**src/rtl/clbs_ram.sv**
```systemverilog
// Generic single-port-write, single-read RAM with registered read
module clbs_ram #(
    parameter int Width = 8,
    parameter int Depth = 16
) (
    input  logic                     clk,
    input  logic                     we,
    input  logic [$clog2(Depth)-1:0] waddr,
    input  logic [Width-1:0]         wdata,
    input  logic [$clog2(Depth)-1:0] raddr,
    output logic [Width-1:0]         rdata
);
    logic [Width-1:0] mem [Depth];

    // write port and registered read port
    always_ff @(posedge clk)
    begin
        if (we)
        begin
            mem[waddr] <= wdata;
        end
        rdata <= mem[raddr];
    end
endmodule

```
**config.mk**
```make
export PLATFORM = sky130hd
export DESIGN_NAME = clbs_ram
export DESIGN_NICKNAME = d
export VERILOG_FILES = /design/src/rtl/clbs_ram.sv
export SDC_FILE = /design/constraint.sdc
export NUM_CORES = 1
export LEC_CHECK = 0
export ABC_AREA = 1
export BUFFER_PORTS_ARGS = -buffer_cell sky130_fd_sc_hd__clkbuf_2
export CORE_MARGIN = 3
export CORE_UTILIZATION = 45
export DETAILED_ROUTE_END_ITERATION = 8
export GPL_TIMING_DRIVEN = 1
export HOLD_SLACK_MARGIN = 0.12
export PLACE_DENSITY_LB_ADDON = 0.1
export SYNTH_ARGS = -nofsm -noshare
export SYNTH_HDL_FRONTEND = slang
export SYNTH_SLANG_ARGS = --single-unit
export TNS_END_PERCENT = 10
```
**constraint.sdc**
```tcl
create_clock -name clk -period 2.2 [get_ports clk]
set_clock_uncertainty 0.2 [all_clocks]
set_input_delay 0 -clock clk [delete_from_list [all_inputs] [get_ports clk]]
set_output_delay 0 -clock clk [all_outputs]
set_load 0.02 [all_outputs]
```
==> results by group <==
Floorplanning
  • I/O Pins: 26
  • DIE HEIGHT: 119.2 um
  • Area of the core: 12260 sq um
  • Die area: 14210 sq um
  • Die Wd: 119.2 um
  • Cell Rows: 40
  • Initial Utilization: 0.4703

Routing
  • Vias per cell: 4.867
  • Top Metal Used: met4
  • Met1 wire length: 6.308 mm
  • Metal3 WL: 873 um
  • Remaining DRCs: 0
  • Drt initial violations: 358
  • DR WL/cell: 17.61 um
  • Antenna-violating nets left: 0
  • Met2 WL: 6.350 mm
  • Final WL: 13.80 mm
  • DR vias: 3816
  • Length of the first detailed-routing pass in iterations: 5

Run status
  • Status: finished clean

Yosys
  • Post-synth top area share: 0.6665
  • Largest family of logic cells by synthesized area: simple AND/OR/NAND/NOR gates
  • Yosys Warn Count: 0
  • Synth Area in Compound Gates: 0
  • Synth area leaders: edfxtp_1 (67%), nand2_1 (11%), nand3_1 (8.4%), inv_1 (6.5%), dfxtp_1 (2.8%)
  • Synth Area in Simple Gates: 0.2105
  • Synth Cell Area: 5767 sq um
  • Synthesized-area fraction occupied by adder cells: 0
  • Gate Count Post-Synth: 551
  • Cell variety after synth: 12
  • XOR/XNOR share of the synthesized area: 0
  • Register area share after synthesis: 0.6943
  • Syn nets: 569
  • Syn Area/Cell: 10.47 sq um
  • Cell taking the most area after synthesis: edfxtp_1
  • Mux cell area share after synthesis: 0
  • Seq cells post-synth: 136

Setup path
  • Flop-to-flop setup slack: 470 ps
  • Worst r2r src: mem[10][2]$_DFFE_PP_
  • Slowest-stage cell, CP: dlygate4sd3_1
  • Crit-path cells: dlygate4sd3_1 -> clkbuf_2 -> nor2_1 -> nand2_1 -> dlygate4sd3_1 -> nor2_1
  • Worst-path fanout max: 8
  • R2R depth: 7
  • Required time worst endpoint: 2050 ps
  • Worst r2r dst: rdata[2]$_DFF_P_
  • Max incr delay on CP: 610 ps
  • Crit path DAT: 1960 ps
  • CP Class: in2reg
  • Crit end category: register
  • Worst setup SP type: primary input

GRT
  • Total track usage: 0.2066
  • Global-route wire length before repair: 21.48 mm
  • Vias in the first global route: 3739
  • Initial antenna violation count: 0
  • Largest net degree at the start of global routing: 65
  • Final global-route overflow total: 0

Timing
  • Relative slew margins: 0.4459
  • Fin crit share: 0.9586
  • Tmin final: 2109 ps
  • WHS: 132.8 ps
  • Post-route setup TNS: 0 ps
  • Final setup viols: 0
  • Unrepaired setup endpoints after global routing: true
  • Fin. max-slew vios: 0
  • Fmax: 474.2 MHz
  • Final Hold Fails: 0
  • Worst Tran Pin Value: 828.0 ps

CTS
  • CTS Buf Count: 17
  • H-tree Lvls: 4
  • Max Buffers Root-to-Sink: 2
  • Clock insertion delay at the later pin of the skew report: 420 ps
  • TritonCTS clock tree: done
  • Clock transition at the registers of the reported paths: 50 ps
  • CTS sink cnt: 136
  • CTS Root Cell: clkbuf_16

Cells and area
  • Commonest non-fill, non-tap cell in the layout: nand2_1
  • Nets@finish: 621
  • Final cell count without fillers: 784
  • Ant diodes: 0
  • Area grow syn2layout: 17.88%
  • Commonest non-fill, non-tap cells in the layout: nand2_1 (173), edfxtp_1 (128), inv_1 (100), nand3_1 (97), clkbuf_2 (25)
  • Fin area: 6798 sq um
  • Final Util: 0.5544
  • Fillers: 1096
  • Share of cells above drive strength 1: 0.1055

Min path
  • Hold path endpoint: rdata[5]$_DFF_P_
  • Worst Hold Depth: 8
  • Hold Crit Class: in2reg
  • Worst Hold Launch: raddr[0]

Pwr
  • Pwr Density: 873.4 nW/um^2
  • Worst vdd ir: 506.6 uV
  • Lkg Pwr: 0.002934 uW

Place
  • Area post-placement: 6051 sq um
  • DPL Wire Length: 8.364 mm
  • Gpl congestion: 0.7880
  • Placed cells: 732
  • Input/output buffers: 25

Job
  • Max cap viols: 0
-- worst max path at each step --
stage / cells past startpoint / start / to / slack, ps
floorplan: 2 / waddr[2] / mem[10][0]$_DFFE_PP_ / 1050
global placement: 4 / waddr[0] / mem[14][7]$_DFFE_PP_ / 640
detailed placement: 3 / we / mem[13][7]$_DFFE_PP_ / 590
CTS: 6 / waddr[1] / mem[9][1]$_DFFE_PP_ / 40
global route: 6 / waddr[2] / mem[3][5]$_DFFE_PP_ / -30
finish: 6 / waddr[2] / mem[0][4]$_DFFE_PP_ / 90
-- state kept, by name, summed over array words and instances (netlist names) --
signal,count
mem,128
rdata,8
-- critical path, delay by kind of cell --
| family | cells | cell delay (ps) |
|---|---|---|
| buffers and inverters | 3 | 1260 |
| AND/OR/NAND/NOR | 3 | 700 |
-- layer usage --
| layer | vias to the layer above | track usage |
|---|---|---|
| met5 | - | 0 |
| met4 | 0 | 0.09196 |
| met3 | 17 | 0.05176 |
| met2 | 134 | 0.3013 |
| met1 | 1786 | 0.2924 |
| li1 | 1879 | - |
-- synth_stat cells --
| cell type | n |
|---|---|
| edfxtp_1 | 128 |
| nand2_1 | 173 |
| buf_4 | 4 |
| buf_2 | 13 |
| nor2_1 | 17 |
| buf_6 | 6 |
| inv_2 | 2 |
| nand3_1 | 97 |
| buf_1 | 1 |
| dfxtp_1 | 8 |
| nand3b_1 | 2 |
| inv_1 | 100 |
-- logic make-up (layout without fill, tap and decap cells) --
| logic type | count (synthesis) | in the layout |
|---|---|---|
| simple gates | 289 | 289 |
| buf+inv | 126 | 191 |
| flops | 136 | 136 |
-- power breakdown --
part	leakage [uW]	internal [uW]	switching [uW]
sequential	0.00122	2900	20.3
combinational	0.00144	125	277
clock	0.000266	1640	978
total	0.00293	4660	1270
-- layout make-up --
cell class / count / area (sq um) / area share
sequential: 136 / 4004 / 0.5890
multi-input combinational: 289 / 1219 / 0.1793
clock buffer: 28 / 496.7 / 0.07307
timing repair buffer: 57 / 440.4 / 0.06479
inverter: 102 / 382.9 / 0.05632
tap: 168 / 210.2 / 0.03092
clock inverter: 4 / 45.04 / 0.006626
-- timing repair --
item | in CTS | in global routing
hold endpoints to repair | 264 | 0
hold buffers | 20 | 0
resized for setup | 0 | 2
endpoints found under the setup margin | 0 | 32
setup buffers | 0 | 0
-- through the flow --
stage	total power [uW]	setup WS [ps]
final	5937	91.07
after global routing	6144	-30.91
after CTS	5988	38.05
after detailed placement	3348	594.3
after global placement	3346	639.5
after floorplan	3190	1049
No activity file was read; power rests on OpenSTA's default activity.
