<file path="src/rtl/clbs_pkg.sv">
// Package: shared types, constants and codes for the cell list binning sort unit
package clbs_pkg;

    localparam int MaxCells     = 1024;
    localparam int MaxParticles = 4096;
    localparam int CellW  = 10;
    localparam int SlotW  = 12;
    localparam int CountW = 13;

    typedef enum logic [2:0] {
        CMD_CLEAR = 3'd0,
        CMD_ADD   = 3'd1,
        CMD_BUILD = 3'd2,
        CMD_QCELL = 3'd3,
        CMD_QSLOT = 3'd4
    } cmd_t;

    typedef enum logic [1:0] {
        ST_OK      = 2'd0,
        ST_OUTSIDE = 2'd1,
        ST_FULL    = 2'd2,
        ST_BADIDX  = 2'd3
    } status_t;

    localparam logic [1:0] REG_CELLS_X = 2'd0;
    localparam logic [1:0] REG_CELLS_Y = 2'd1;
    localparam logic [1:0] REG_WIDTH_X = 2'd2;
    localparam logic [1:0] REG_WIDTH_Y = 2'd3;

    // divider request and reply
    typedef struct packed {
        logic        start;
        logic [15:0] num;
        logic [15:0] den;
    } div_req_t;

    typedef struct packed {
        logic        done;
        logic [15:0] quot;
    } div_rsp_t;

    typedef enum logic [4:0] {
        S_INIT,
        S_IDLE,
        S_CLR,
        S_DIVX,
        S_WAITX,
        S_DIVY,
        S_WAITY,
        S_ADD_CHK,
        S_ADD_RD,
        S_ADD_WR,
        S_PS_RD,
        S_PS_WAIT,
        S_PS_WR,
        S_SC_RD,
        S_SC_WAIT,
        S_SC_CRD,
        S_SC_CWAIT,
        S_SC_WR,
        S_Q_RD,
        S_Q_WAIT,
        S_OUT
    } state_t;

endpackage

</file>
<file path="src/rtl/clbs_div.sv">
// Restoring radix-2 divider, one quotient bit per cycle
module clbs_div (
    input  logic               clk,
    input  logic               rst_n,
    input  clbs_pkg::div_req_t req,
    output clbs_pkg::div_rsp_t rsp
);
    import clbs_pkg::*;

    logic [15:0] rem_reg, rem_next;
    logic [15:0] quot_reg, quot_next;
    logic [15:0] den_reg, den_next;
    logic [4:0]  cnt_reg, cnt_next;
    logic        busy_reg, busy_next;
    logic        done_reg, done_next;
    logic [16:0] trial;

    assign trial = {rem_reg, quot_reg[15]} - {1'b0, den_reg};

    // one shift-subtract step per cycle
    always_comb
    begin
        rem_next  = rem_reg;
        quot_next = quot_reg;
        den_next  = den_reg;
        cnt_next  = cnt_reg;
        busy_next = busy_reg;
        done_next = 1'b0;
        if (req.start)
        begin
            rem_next  = '0;
            quot_next = req.num;
            den_next  = req.den;
            cnt_next  = 5'd16;
            busy_next = 1'b1;
        end
        else if (busy_reg)
        begin
            if (trial[16])
            begin
                rem_next = {rem_reg[14:0], quot_reg[15]};
                quot_next = {quot_reg[14:0], 1'b0};
            end
            else
            begin
                rem_next = trial[15:0];
                quot_next = {quot_reg[14:0], 1'b1};
            end
            cnt_next = cnt_reg - 5'd1;
            if (cnt_reg == 5'd1)
            begin
                busy_next = 1'b0;
                done_next = 1'b1;
            end
        end
    end

    always_ff @(posedge clk or negedge rst_n)
    begin
        if (!rst_n)
        begin
            busy_reg <= 1'b0;
            done_reg <= 1'b0;
            cnt_reg  <= '0;
        end
        else
        begin
            busy_reg <= busy_next;
            done_reg <= done_next;
            cnt_reg  <= cnt_next;
        end
    end

    always_ff @(posedge clk)
    begin
        rem_reg  <= rem_next;
        quot_reg <= quot_next;
        den_reg  <= den_next;
    end

    assign rsp.done = done_reg;
    assign rsp.quot = quot_reg;
endmodule

</file>
<file path="config.mk">
export PLATFORM = sky130hd
export DESIGN_NAME = clbs_div
export DESIGN_NICKNAME = d
export VERILOG_FILES = /design/src/rtl/clbs_pkg.sv /design/src/rtl/clbs_div.sv
export SDC_FILE = /design/constraint.sdc
export NUM_CORES = 1
export LEC_CHECK = 0
export BUFFER_PORTS_ARGS = -buffer_cell sky130_fd_sc_hd__buf_2
export CAP_MARGIN = 20
export CORE_AREA = 5 5 78 80
export DETAILED_ROUTE_END_ITERATION = 8
export DIE_AREA = 0 0 83 85
export PLACE_DENSITY = 0.84
export SLEW_MARGIN = 20
export SYNTH_ARGS = -nofsm -noshare
export SYNTH_HDL_FRONTEND = slang
export SYNTH_SLANG_ARGS = --single-unit
</file>
<file path="constraint.sdc">
create_clock -name clk -period 7.3 [get_ports clk]
set_input_delay 1.825 -clock clk [delete_from_list [all_inputs] [get_ports clk]]
set_output_delay 1.825 -clock clk [all_outputs]
set_load 0.01 [all_outputs]
</file>
==> impl_results.md <==
* CTS Buf Count at 5
* Worst EP required at 7.52 ns
* Total gr overflow at 0
* Clk slew on worst S/H paths at 0.10 ns
* Initial antenna violation count at 0
* CP max stage delay at 0.65 ns
* Synthesis Warnings at 0
* # clock sinks at 55
* Max-cap violation count at 0
* Critical Path End Type: flop
* Element type at the critical path start: flop
* Flop-to-flop setup slack at 4.10 ns
* Layout cells sized above 1 at 0.254
* Port bufs at 51
* TritonCTS clock tree: done
* Die width at 83 um
* Via density per instance at 5.70
* Tightest Pin Transition at 0.685 ns
* Clock Skews at 0.00869 ns
* NumNets Final at 408
* Clock tree buffer depth at 2
* RSZ-0062 raised after global routing: no
* Post-DR wirelength/cell at 15.2 um
* Drt total wl at 6.48 mm
* HP Class: flop to flop
* Dominant synthesized flop cell: edfxtp_1
* Post-Syn Nets at 362
* Via count at 2434
* Fraction of registers with async set/reset at 0.127
* Period minus WS final at 3.20 ns
* Avg Inst Size Synth at 10.2 um^2
* Postcts setup bufs at 0
* Residual DRC at 0
* Peak VDD IR at 0.173 mV
* Vias in the first global route at 2401
* Most frequent cells in the layout: 51 x buf_2, 32 x edfxtp_1, 28 x nor2_1
* Slew Limit Fails at 0
* Post-synthesis register bit count at 55
* Top cells by area in the synthesized netlist: edfxtp_1 31%, dfxtp_1 10%, ha_1 7.2%
* CP Class: flop to flop
* Core area at 5340 um^2
* Placed cell areas at 3450 um^2
* ANT cells at 0
* First-pass GRT wire length at 11.2 mm
* Peak fanout along the critical path at 19
* I/O Pins at 52
* Commonest non-fill, non-tap cell in the layout: buf_2
* Design area at 3550 um^2
* Full die area at 7060 um^2
* Final setup violation count at 0
* Clock root buffer: clkbuf_8
* Leading area contributor after synthesis: edfxtp_1
* CP cell instances: inv_1, ha_1, fa_1, nand2b_1, a21oi_2, o21ai_2, nor3_2, o31a_1, o21ai_0, a311oi_1
* Fin. Hold Viols at 0
* Hold depth at 2
* Row Count at 27
* Area Overhead vs Synth at 12.7%
* R2R depth at 10
* Arr. time, crit path at 3.42 ns
* Count of flip-flops with a built-in enable after synthesis at 32
* Period utilisation layout at 0.439
* H-tree levels at 2
* Cell count after synthesis at 308
* Status: finished clean
* Synthesized area at 3150 um^2
* Slowest cell on crit path: o31a_1
* Post-synth cell types at 52
* Post-cts gate resize count at 0
* HPWL Detailed at 4.60 mm
* Final ANT Viol Nets at 0
* Placer Congestion at 0.864
* Vert. Die Dim at 85 um
* Starting density of the core at 0.590
* PD cells at 335 nW/um^2
* Gr usage total at 0.190
* DRT Pass-1 Iters at 4
* Fmax achieved at 312 MHz
* Sequential fraction of the synthesis area at 0.463
* Post-route setup TNS at 0 ns
* Placed Instances at 419
* Largest net degree at the start of global routing at 41
* Initial DRC Count at 124
* Leakage at 1.51 nW
* Max-slew headroom at 0.543
* Synth top area share at 0.305
* Finished Layout Cells at 427
* Clock insertion delay at the later pin of the skew report at 0.32 ns
* Hold buffer count at CTS at 0
-- final timing paths --
| path | from | to |
|---|---|---|
| max in group asynchronous | rst_n | busy_reg |
| worst min register to register | rem_reg[11] | rem_reg[11] |
| worst max register to register | quot_reg[15] | rem_reg[10] |
| min in group asynchronous | rst_n | cnt_reg[4] |
| worst max-delay path | quot_reg[15] | rem_reg[10] |
| worst min-delay path | rem_reg[11] | rem_reg[11] |
-- area by class of cell --
class                           instances  area [um^2]
Fill cell                             445         1790
Multi-Input combinational cell        219         1560
Sequential cell                        55         1460
Timing Repair Buffer                   53          270
Tap cell                               72         90.1
Inverter                               20         75.1
Clock buffer                            5         68.8
Clock inverter                          3         25.0
-- worst max-delay path, delay by kind of cell, from the launching register on --
family,cells,cell delay [ns]
compound gates,5,1.48
fa+ha+maj,2,0.62
simple gates,2,0.57
flops,1,0.39
buf+inv,1,0.06
-- per-layer routing --
layer | wire length [um] | share of wire | GRT usage | vias up
li1 | - | - | - | 1220
met1 | 2790 | 0.43 | 0.239 | 1125
met4 | 101 | 0.016 | 0.0550 | 0
met3 | 377 | 0.058 | 0.0447 | 10
met2 | 3210 | 0.50 | 0.327 | 79
met5 | 0 | 0 | 0 | -
-- power breakdown --
group	switching, mW	internal, mW
clock network	0.102	0.0687
logic	0.310	0.237
registers	0.0644	0.408
total	0.476	0.714
-- Yosys cell counts (6+ instances only) --
library cell	n
a21oi_1	11
a311oi_1	12
clkbuf_1	6
dfrtp_1	7
dfxtp_1	16
edfxtp_1	32
ha_1	18
inv_1	20
mux2_2	15
nand2_1	24
nand2b_1	7
nand3_1	12
nor2_1	28
o21ai_0	22
xnor2_1	8
xor2_1	6
-- through the flow --
| stage | worst slack [ns] | total power [mW] | hold WS [ns] | utilization |
|---|---|---|---|---|
| after global routing | 3.80 | 1.29 | 0.531 | 0.665 |
| after floorplan | 4.37 | 0.884 | 0.465 | - |
| final | 4.10 | 1.19 | 0.508 | 0.665 |
| after detailed placement | 3.89 | 1.02 | 0.498 | 0.647 |
| after global placement | 3.94 | 0.997 | 0.489 | 0.647 |
| after CTS | 4.10 | 1.19 | 0.512 | 0.665 |
-- cell families after synthesis --
family,share of synthesized area
buf+inv,0.0441
flops,0.463
mux,0.0537
xor+xnor,0.0390
simple gates,0.153
compound gates,0.169
fa+ha+maj,0.0779
Note: power is estimated with default switching activity, not from simulation.
